<file path="src/rtl/fgip_pkg.sv">
// Shared types and constants for the farbfeld glyph image parser.
// No dependencies.
`timescale 1ns / 1ps
`default_nettype none

package fgip_pkg;

   localparam logic [1:0] KIND_DIMS      = 2'd0;
   localparam logic [1:0] KIND_PIXEL     = 2'd1;
   localparam logic [1:0] KIND_BAD_MAGIC = 2'd2;

   localparam logic [1:0] PHASE_MAGIC  = 2'd0;
   localparam logic [1:0] PHASE_DIMS   = 2'd1;
   localparam logic [1:0] PHASE_PIXELS = 2'd2;
   localparam logic [1:0] PHASE_HALTED = 2'd3;

   localparam logic [2:0] LAST_BYTE_POS = 3'd7;

   typedef struct packed {
      logic [1:0]  kind;
      logic [31:0] dim_width;
      logic [31:0] dim_height;
      logic [15:0] red;
      logic [15:0] green;
      logic [15:0] blue;
      logic [7:0]  glyph_first;
      logic [7:0]  glyph_second;
      logic        last_pixel;
   } result_type;

   // "farbfeld"
   function automatic logic [7:0] magic_byte(input logic [2:0] pos);
      logic [7:0] value;
      case (pos)
         3'd0: value = 8'h66;
         3'd1: value = 8'h61;
         3'd2: value = 8'h72;
         3'd3: value = 8'h62;
         3'd4: value = 8'h66;
         3'd5: value = 8'h65;
         3'd6: value = 8'h6C;
         3'd7: value = 8'h64;
         default: value = 8'h00;
      endcase
      return value;
   endfunction

endpackage

`default_nettype wire

</file>
<file path="src/rtl/fgip_core.sv">
// Byte parser: header check, dimension capture, pixel record decode.
// Depends on fgip_pkg.
`timescale 1ns / 1ps
`default_nettype none

module fgip_core (
   input  wire logic               clock,
   input  wire logic               reset,
   input  wire logic               take,
   input  wire logic [7:0]         byte_value,
   output logic                    res_valid,
   output fgip_pkg::result_type    res
);

   logic [1:0]  phase_ff,    phase_in;
   logic [2:0]  pos_ff,      pos_in;
   logic [31:0] width_ff,    width_in;
   logic [31:0] height_ff,   height_in;
   logic [31:0] column_ff,   column_in;
   logic [31:0] row_ff,      row_in;
   logic [55:0] record_ff,   record_in;
   logic        mismatch_ff, mismatch_in;

   logic        eighth;
   logic        mism;
   logic [31:0] height_new;
   logic        col_end;
   logic        row_end;

   assign eighth     = (pos_ff == fgip_pkg::LAST_BYTE_POS);
   assign mism       = mismatch_ff | (byte_value != fgip_pkg::magic_byte(pos_ff));
   assign height_new = {height_ff[23:0], byte_value};
   assign col_end    = (column_ff == width_ff - 32'd1);
   assign row_end    = (row_ff == height_ff - 32'd1);

   always_comb begin
      phase_in    = phase_ff;
      pos_in      = pos_ff;
      width_in    = width_ff;
      height_in   = height_ff;
      column_in   = column_ff;
      row_in      = row_ff;
      record_in   = record_ff;
      mismatch_in = mismatch_ff;
      res_valid   = 1'b0;
      res         = '0;
      if (take) begin
         case (phase_ff)
            fgip_pkg::PHASE_MAGIC: begin
               pos_in      = pos_ff + 3'd1;
               mismatch_in = mism;
               if (eighth) begin
                  if (mism) begin
                     phase_in  = fgip_pkg::PHASE_HALTED;
                     res_valid = 1'b1;
                     res.kind  = fgip_pkg::KIND_BAD_MAGIC;
                  end else begin
                     phase_in = fgip_pkg::PHASE_DIMS;
                  end
               end
            end
            fgip_pkg::PHASE_DIMS: begin
               pos_in = pos_ff + 3'd1;
               if (!pos_ff[2]) begin
                  width_in = {width_ff[23:0], byte_value};
               end else begin
                  height_in = height_new;
               end
               if (eighth) begin
                  res_valid      = 1'b1;
                  res.kind       = fgip_pkg::KIND_DIMS;
                  res.dim_width  = width_ff;
                  res.dim_height = height_new;
                  column_in      = '0;
                  row_in         = '0;
                  record_in      = '0;
                  if (width_ff == 32'd0 || height_new == 32'd0) begin
                     res.last_pixel = 1'b1;
                     phase_in       = fgip_pkg::PHASE_MAGIC;
                     mismatch_in    = 1'b0;
                  end else begin
                     phase_in = fgip_pkg::PHASE_PIXELS;
                  end
               end
            end
            fgip_pkg::PHASE_PIXELS: begin
               pos_in = pos_ff + 3'd1;
               if (!eighth) begin
                  record_in = {record_ff[47:0], byte_value};
               end else begin
                  record_in        = '0;
                  res_valid        = 1'b1;
                  res.kind         = fgip_pkg::KIND_PIXEL;
                  res.red          = record_ff[55:40];
                  res.green        = record_ff[39:24];
                  res.blue         = record_ff[23:8];
                  res.glyph_first  = record_ff[7:0];
                  res.glyph_second = byte_value;
                  res.last_pixel   = col_end & row_end;
                  if (col_end && row_end) begin
                     phase_in    = fgip_pkg::PHASE_MAGIC;
                     mismatch_in = 1'b0;
                     column_in   = '0;
                     row_in      = '0;
                  end else if (col_end) begin
                     column_in = '0;
                     row_in    = row_ff + 32'd1;
                  end else begin
                     column_in = column_ff + 32'd1;
                  end
               end
            end
            default: begin
               // halted after a bad header: bytes are dropped
            end
         endcase
      end
   end

   always_ff @(posedge clock) begin
      if (reset) begin
         phase_ff    <= fgip_pkg::PHASE_MAGIC;
         pos_ff      <= '0;
         width_ff    <= '0;
         height_ff   <= '0;
         column_ff   <= '0;
         row_ff      <= '0;
         record_ff   <= '0;
         mismatch_ff <= 1'b0;
      end else begin
         phase_ff    <= phase_in;
         pos_ff      <= pos_in;
         width_ff    <= width_in;
         height_ff   <= height_in;
         column_ff   <= column_in;
         row_ff      <= row_in;
         record_ff   <= record_in;
         mismatch_ff <= mismatch_in;
      end
   end

endmodule

`default_nettype wire

</file>
<file path="src/rtl/fgip_outbuf.sv">
// Result register with a one-entry skid stage.
// Depends on fgip_pkg.
`timescale 1ns / 1ps
`default_nettype none

module fgip_outbuf (
   input  wire logic                  clock,
   input  wire logic                  reset,
   input  wire logic                  in_valid,
   input  wire fgip_pkg::result_type  in_result,
   output logic                       full,
   output logic                       rsp_valid,
   input  wire logic                  rsp_stall,
   output fgip_pkg::result_type       out_result
);

   logic                 out_valid_ff, out_valid_in;
   fgip_pkg::result_type out_data_ff,  out_data_in;
   logic                 skid_valid_ff, skid_valid_in;
   fgip_pkg::result_type skid_data_ff,  skid_data_in;
   logic                 out_take;

   assign out_take = out_valid_ff & ~rsp_stall;

   always_comb begin
      out_valid_in  = out_valid_ff;
      out_data_in   = out_data_ff;
      skid_valid_in = skid_valid_ff;
      skid_data_in  = skid_data_ff;
      if (skid_valid_ff) begin
         // input side is stalled while the skid entry is held
         if (out_take) begin
            out_data_in   = skid_data_ff;
            skid_valid_in = 1'b0;
         end
      end else if (in_valid) begin
         if (!out_valid_ff || out_take) begin
            out_valid_in = 1'b1;
            out_data_in  = in_result;
         end else begin
            skid_valid_in = 1'b1;
            skid_data_in  = in_result;
         end
      end else if (out_take) begin
         out_valid_in = 1'b0;
      end
   end

   always_ff @(posedge clock) begin
      if (reset) begin
         out_valid_ff  <= 1'b0;
         skid_valid_ff <= 1'b0;
      end else begin
         out_valid_ff  <= out_valid_in;
         skid_valid_ff <= skid_valid_in;
      end
      out_data_ff  <= out_data_in;
      skid_data_ff <= skid_data_in;
   end

   assign full       = skid_valid_ff;
   assign rsp_valid  = out_valid_ff;
   assign out_result = out_data_ff;

endmodule

`default_nettype wire

</file>
<file path="src/rtl/farbfeld_glyph_image_parser_top.sv">
// Farbfeld-style image stream parser with two glyph bytes per pixel.
// Input: one file byte per transaction on req_ (valid/stall).
// Output: at most one transaction per byte on rsp_ (valid/stall):
//   kind dims  - width and height after the 16 header bytes; last_pixel is
//                set when either is zero and the next byte opens a new header.
//   kind pixel - one per 8-byte record, last_pixel on the final one.
//   kind bad   - after the eighth magic byte if the magic was wrong; every
//                later byte is accepted and dropped until reset.
// Fields not belonging to a kind read as zero.
// Throughput: one byte per cycle while req_stall is low. A completed result is
// registered in the result register, or in the skid entry while that is held.
// A result register plus one skid entry sit on the output; req_stall rises
// only while the skid entry is occupied, i.e. after the receiver has held
// rsp_stall with a result waiting and another result arrived.
// Reset (synchronous) returns the parser to expecting the magic word and
// drops any pending results.
// Depends on fgip_pkg, fgip_core, fgip_outbuf.
`timescale 1ns / 1ps
`default_nettype none

module farbfeld_glyph_image_parser_top (
   input  wire logic        clock,
   input  wire logic        reset,
   input  wire logic        req_valid,
   output logic             req_stall,
   input  wire logic [7:0]  req_byte_value,
   output logic             rsp_valid,
   input  wire logic        rsp_stall,
   output logic [1:0]       rsp_kind,
   output logic [31:0]      rsp_dim_width,
   output logic [31:0]      rsp_dim_height,
   output logic [15:0]      rsp_red,
   output logic [15:0]      rsp_green,
   output logic [15:0]      rsp_blue,
   output logic [7:0]       rsp_glyph_first,
   output logic [7:0]       rsp_glyph_second,
   output logic             rsp_last_pixel
);

   logic                 take;
   logic                 res_valid;
   fgip_pkg::result_type res;
   fgip_pkg::result_type out_result;
   logic                 buf_full;

   assign req_stall = buf_full;
   assign take      = req_valid & ~buf_full;

   fgip_core u_core (
      .clock      (clock),
      .reset      (reset),
      .take       (take),
      .byte_value (req_byte_value),
      .res_valid  (res_valid),
      .res        (res)
   );

   fgip_outbuf u_outbuf (
      .clock      (clock),
      .reset      (reset),
      .in_valid   (res_valid),
      .in_result  (res),
      .full       (buf_full),
      .rsp_valid  (rsp_valid),
      .rsp_stall  (rsp_stall),
      .out_result (out_result)
   );

   assign rsp_kind         = out_result.kind;
   assign rsp_dim_width    = out_result.dim_width;
   assign rsp_dim_height   = out_result.dim_height;
   assign rsp_red          = out_result.red;
   assign rsp_green        = out_result.green;
   assign rsp_blue         = out_result.blue;
   assign rsp_glyph_first  = out_result.glyph_first;
   assign rsp_glyph_second = out_result.glyph_second;
   assign rsp_last_pixel   = out_result.last_pixel;

endmodule

`default_nettype wire

</file>
<file path="config.mk">
export PLATFORM = sky130hd
export DESIGN_NAME = farbfeld_glyph_image_parser_top
export DESIGN_NICKNAME = d
export VERILOG_FILES = /design/src/rtl/fgip_pkg.sv /design/src/rtl/fgip_core.sv /design/src/rtl/fgip_outbuf.sv /design/src/rtl/farbfeld_glyph_image_parser_top.sv
export SDC_FILE = /design/constraint.sdc
export NUM_CORES = 1
export LEC_CHECK = 0
export BUFFER_PORTS_ARGS = -buffer_cell sky130_fd_sc_hd__buf_2
export CAP_MARGIN = 25
export CORE_UTILIZATION = 65
export CTS_BUF_LIST = sky130_fd_sc_hd__clkbuf_8
export CTS_CLUSTER_SIZE = 30
export DETAILED_ROUTE_END_ITERATION = 7
export GPL_TIMING_DRIVEN = 0
export PLACE_DENSITY = 0.88
export SYNTH_ARGS = -nofsm -noshare
export SYNTH_HDL_FRONTEND = slang
export SYNTH_SLANG_ARGS = --single-unit
</file>
<file path="constraint.sdc">
create_clock -name clock -period 29 [get_ports clock]
set_clock_uncertainty 0.2 [all_clocks]
set_input_delay 4.35 -clock clock [delete_from_list [all_inputs] [get_ports clock]]
set_output_delay 4.35 -clock clock [all_outputs]
set_load 0.02 [all_outputs]
</file>
==> metrics.yaml <==
sta:
  worst_slew_pin_slew_ps: 1020
  slew_viol_final: 0
  final_hold_viol_count: 0
  period_needed_ps: 7070
  fmax_ghz: 0.141
  rsz0062_at_grt: "false"
  maxSlewHeadroom_pct: 31.9
  finalCritPeriodShare_pct: 24.4
  tns_ps: 0
  setup_viol: 0
worst_hold_path:
  min_path_type: "reg -> reg"
detailed_routing:
  vias_per_cell: 6.23
  vias: 16240
  drc: 0
  firstDrtPassIters: 6
  drtAntennaViolNets: 0
  routed_wl_mm: 53.0
  wl_per_cell_um: 20.3
  drt-initial-drc-count: 1778
grt:
  grtUsageTotal_pct: 33.1
  grt_pass1_vias: 16054
  grt_antenna_before_repair: 3
  grt_max_degree: 36
  grt_pass1_wl_mm: 82.6
  gr-total-overflow: 0
floorplanning:
  coreArea_um2: 30700
  initial_utilization_pct: 66.4
  die_w_um: 179
  num_rows: 64
  die-area_um2: 32000
  die_y_um: 179
  io_pins: 145
synthesis:
  seq_area_frac_synth_pct: 58.0
  synthesis.area_um2: 20400
  ys_top_cells_by_area: "edfxtp_1 (39%), dfxtp_1 (19%), a21o_1 (4.9%)"
  synth_area_leader_cell: "edfxtp_1"
  syn_avg_cell_area_um2: 10.6
  synth_top_area_share_pct: 38.7
  synth.net_count: 1949
  synth_edf_count: 262
  synthArstFlopShare_pct: 0
  synthCells: 1927
  synth_seq_cells: 459
  yosysUniqueCellTypes: 71
  yosys_warnings: 0
  synth_flop_cell: "edfxtp_1"
clock_tree:
  cts_resized: 0
  clock-sinks: 459
  cts_hold_buffers: 0
  clk_latency_ps: 620
  cts_buffer_depth: 3
  cts_tree: "yes"
  h-tree-depth: 3
  clk_pin_slew_worst_paths_ps: 70
  cts-root-buf: "clkbuf_8"
  numCtsBuffers: 71
  postCtsSetupBuffers: 0
worst_setup_path:
  worstSetupEndpointType: "register"
  critPathArrivalTime_ps: 7180
  cp.required_ps: 29110
  worst_setup_path_start_kind: "input port"
  crit_type: "in -> reg"
  crit_chain: "buf_2 -> nor2b_1 -> nor2b_1 -> clkbuf_1 -> o211ai_1 -> a21boi_4 -> buf_16 -> buf_16"
  cp_num_buf_inv: 4
  cp_slowest_cell: "a21boi_4"
  path_max_fanout: 28
  crit_family: "compound AO/OA/AOI/OAI gates"
  critPathMaxStageDelay_ps: 860
pwr:
  finalPower_mw: 1.22
  cellLeakagePower_nw: 9.11
  ir_worst_vdd_mv: 0.0294
  power_density_nw_per_um2: 52.7
finish:
  layout_commonest_cell: "edfxtp_1"
  drive_above_1_share_pct: 13.3
  fillCellCount: 1980
  layout_common_cells: "edfxtp_1 (262), nand2_1 (241), dfxtp_1 (197), a21oi_1 (182), buf_2 (157)"
  area_delta_synth_final_pct: 13.6
  multi_input_area_um2: 7880
  finalNetCount: 2175
  regArea_um2: 11800
place:
  portBuffers: 144
  place.gp.congestion: 0.907
  dpl.hpwl_mm: 36.6
job:
  max_cap_viol_count: 0
status:
  status: "finished, final reports clean"
power breakdown:
part	internal, mW	leakage (nW)	switching, mW	total, mW
sequential	0.682	3.82	0.000747	0.683
combinational	0.00475	4.47	0.0141	0.0188
clock	0.255	0.825	0.262	0.517
worst register-to-register path, stage by stage, from the launching register on:
cell	delay, ps
dfxtp_1	290
clkbuf_1	210
inv_1	110
ha_1	270
or4b_2	600
clkbuf_1	200
nor4_1	500
mux2i_1	270
mux2i_1	90
o21a_1	210
a211oi_1	800
a31oi_1	480
o21ai_2	350
buf_2	290
nor2_1	80
flip-flops by register name, indices dropped and copies added (netlist names), named ones only:
| signal | cells |
|---|---|
| u_core.mismatch_ff | 1 |
| u_core.pos_ff | 3 |
| u_core.column_ff | 32 |
| u_core.phase_ff | 2 |
| u_core.record_ff | 56 |
| u_outbuf.out_result | 131 |
| u_outbuf.full | 1 |
| u_outbuf.skid_data_ff | 131 |
| u_core.row_ff | 32 |
| u_core.width_ff | 32 |
| u_core.height_ff | 32 |
| u_outbuf.rsp_valid | 1 |
per-stage QoR:
step	util (%)	hold WS (ps)	cells	instance area [um2]	worst slack [ps]
CTS	75.4	250	2607	23100	22000
floorplan	-	227	1927	20400	13360
finish	75.4	251	2608	23100	21930
detailed placement	71.0	244	2476	21800	21410
global route	75.4	268	2607	23100	21830
global placement	70.3	236	2467	21600	9380
final timing paths:
kind	from	end	slack, ps	cells after the start
max	req_valid	u_outbuf.out_result[28]	21930	8
min reg2reg	u_core.record_ff[48]	u_core.record_ff[48]	250	2
min	u_core.record_ff[48]	u_core.record_ff[48]	250	2
max reg2reg	u_core.height_ff[0]	u_core.row_ff[13]	23960	14
kinds of logic (layout without fill, tap and decap cells):
family,after synthesis,in the layout,synth area share (%)
flops,459,459,58.0
fa+ha+maj,10,10,0.615
compound gates,450,450,14.6
mux,7,7,0.350
simple gates,736,736,19.0
other cells,0,1,0
buf+inv,170,454,3.36
xor+xnor,95,95,4.09
per-layer routing:
layer | GRT usage (%) | vias up | share of wire (%)
met5 | 0 | - | 0.019
met4 | 17.3 | 2 | 4.5
met3 | 6.51 | 188 | 8.7
met2 | 54.7 | 867 | 48
met1 | 41.1 | 7738 | 39
li1 | - | 7445 | -
synth_stat cells, types with 16 or more instances:
cell type  number
nor3_1         39
dfxtp_1       197
nand4_1        16
and2_1        134
clkbuf_1      114
xnor2_1        62
nand2_1       241
and3_1         30
inv_1          32
a311oi_1       26
a21oi_1       182
a21o_1        134
nand3_1        96
nor4_1         29
xor2_1         33
o21ai_0        21
nor2_1         52
edfxtp_1      262
or4_1          16
or3_1          22
final cells by class:
| cell class | count | area share (%) |
|---|---|---|
| antenna | 1 | 0.0108 |
| buffer | 138 | 2.44 |
| clock buffer | 76 | 4.52 |
| clock inverter | 55 | 1.27 |
| inverter | 32 | 0.519 |
| multi-input combinational | 1298 | 34.1 |
| sequential | 459 | 51.1 |
| tap | 396 | 2.14 |
| timing repair buffer | 153 | 3.95 |
(Power assumes the default switching activity.)
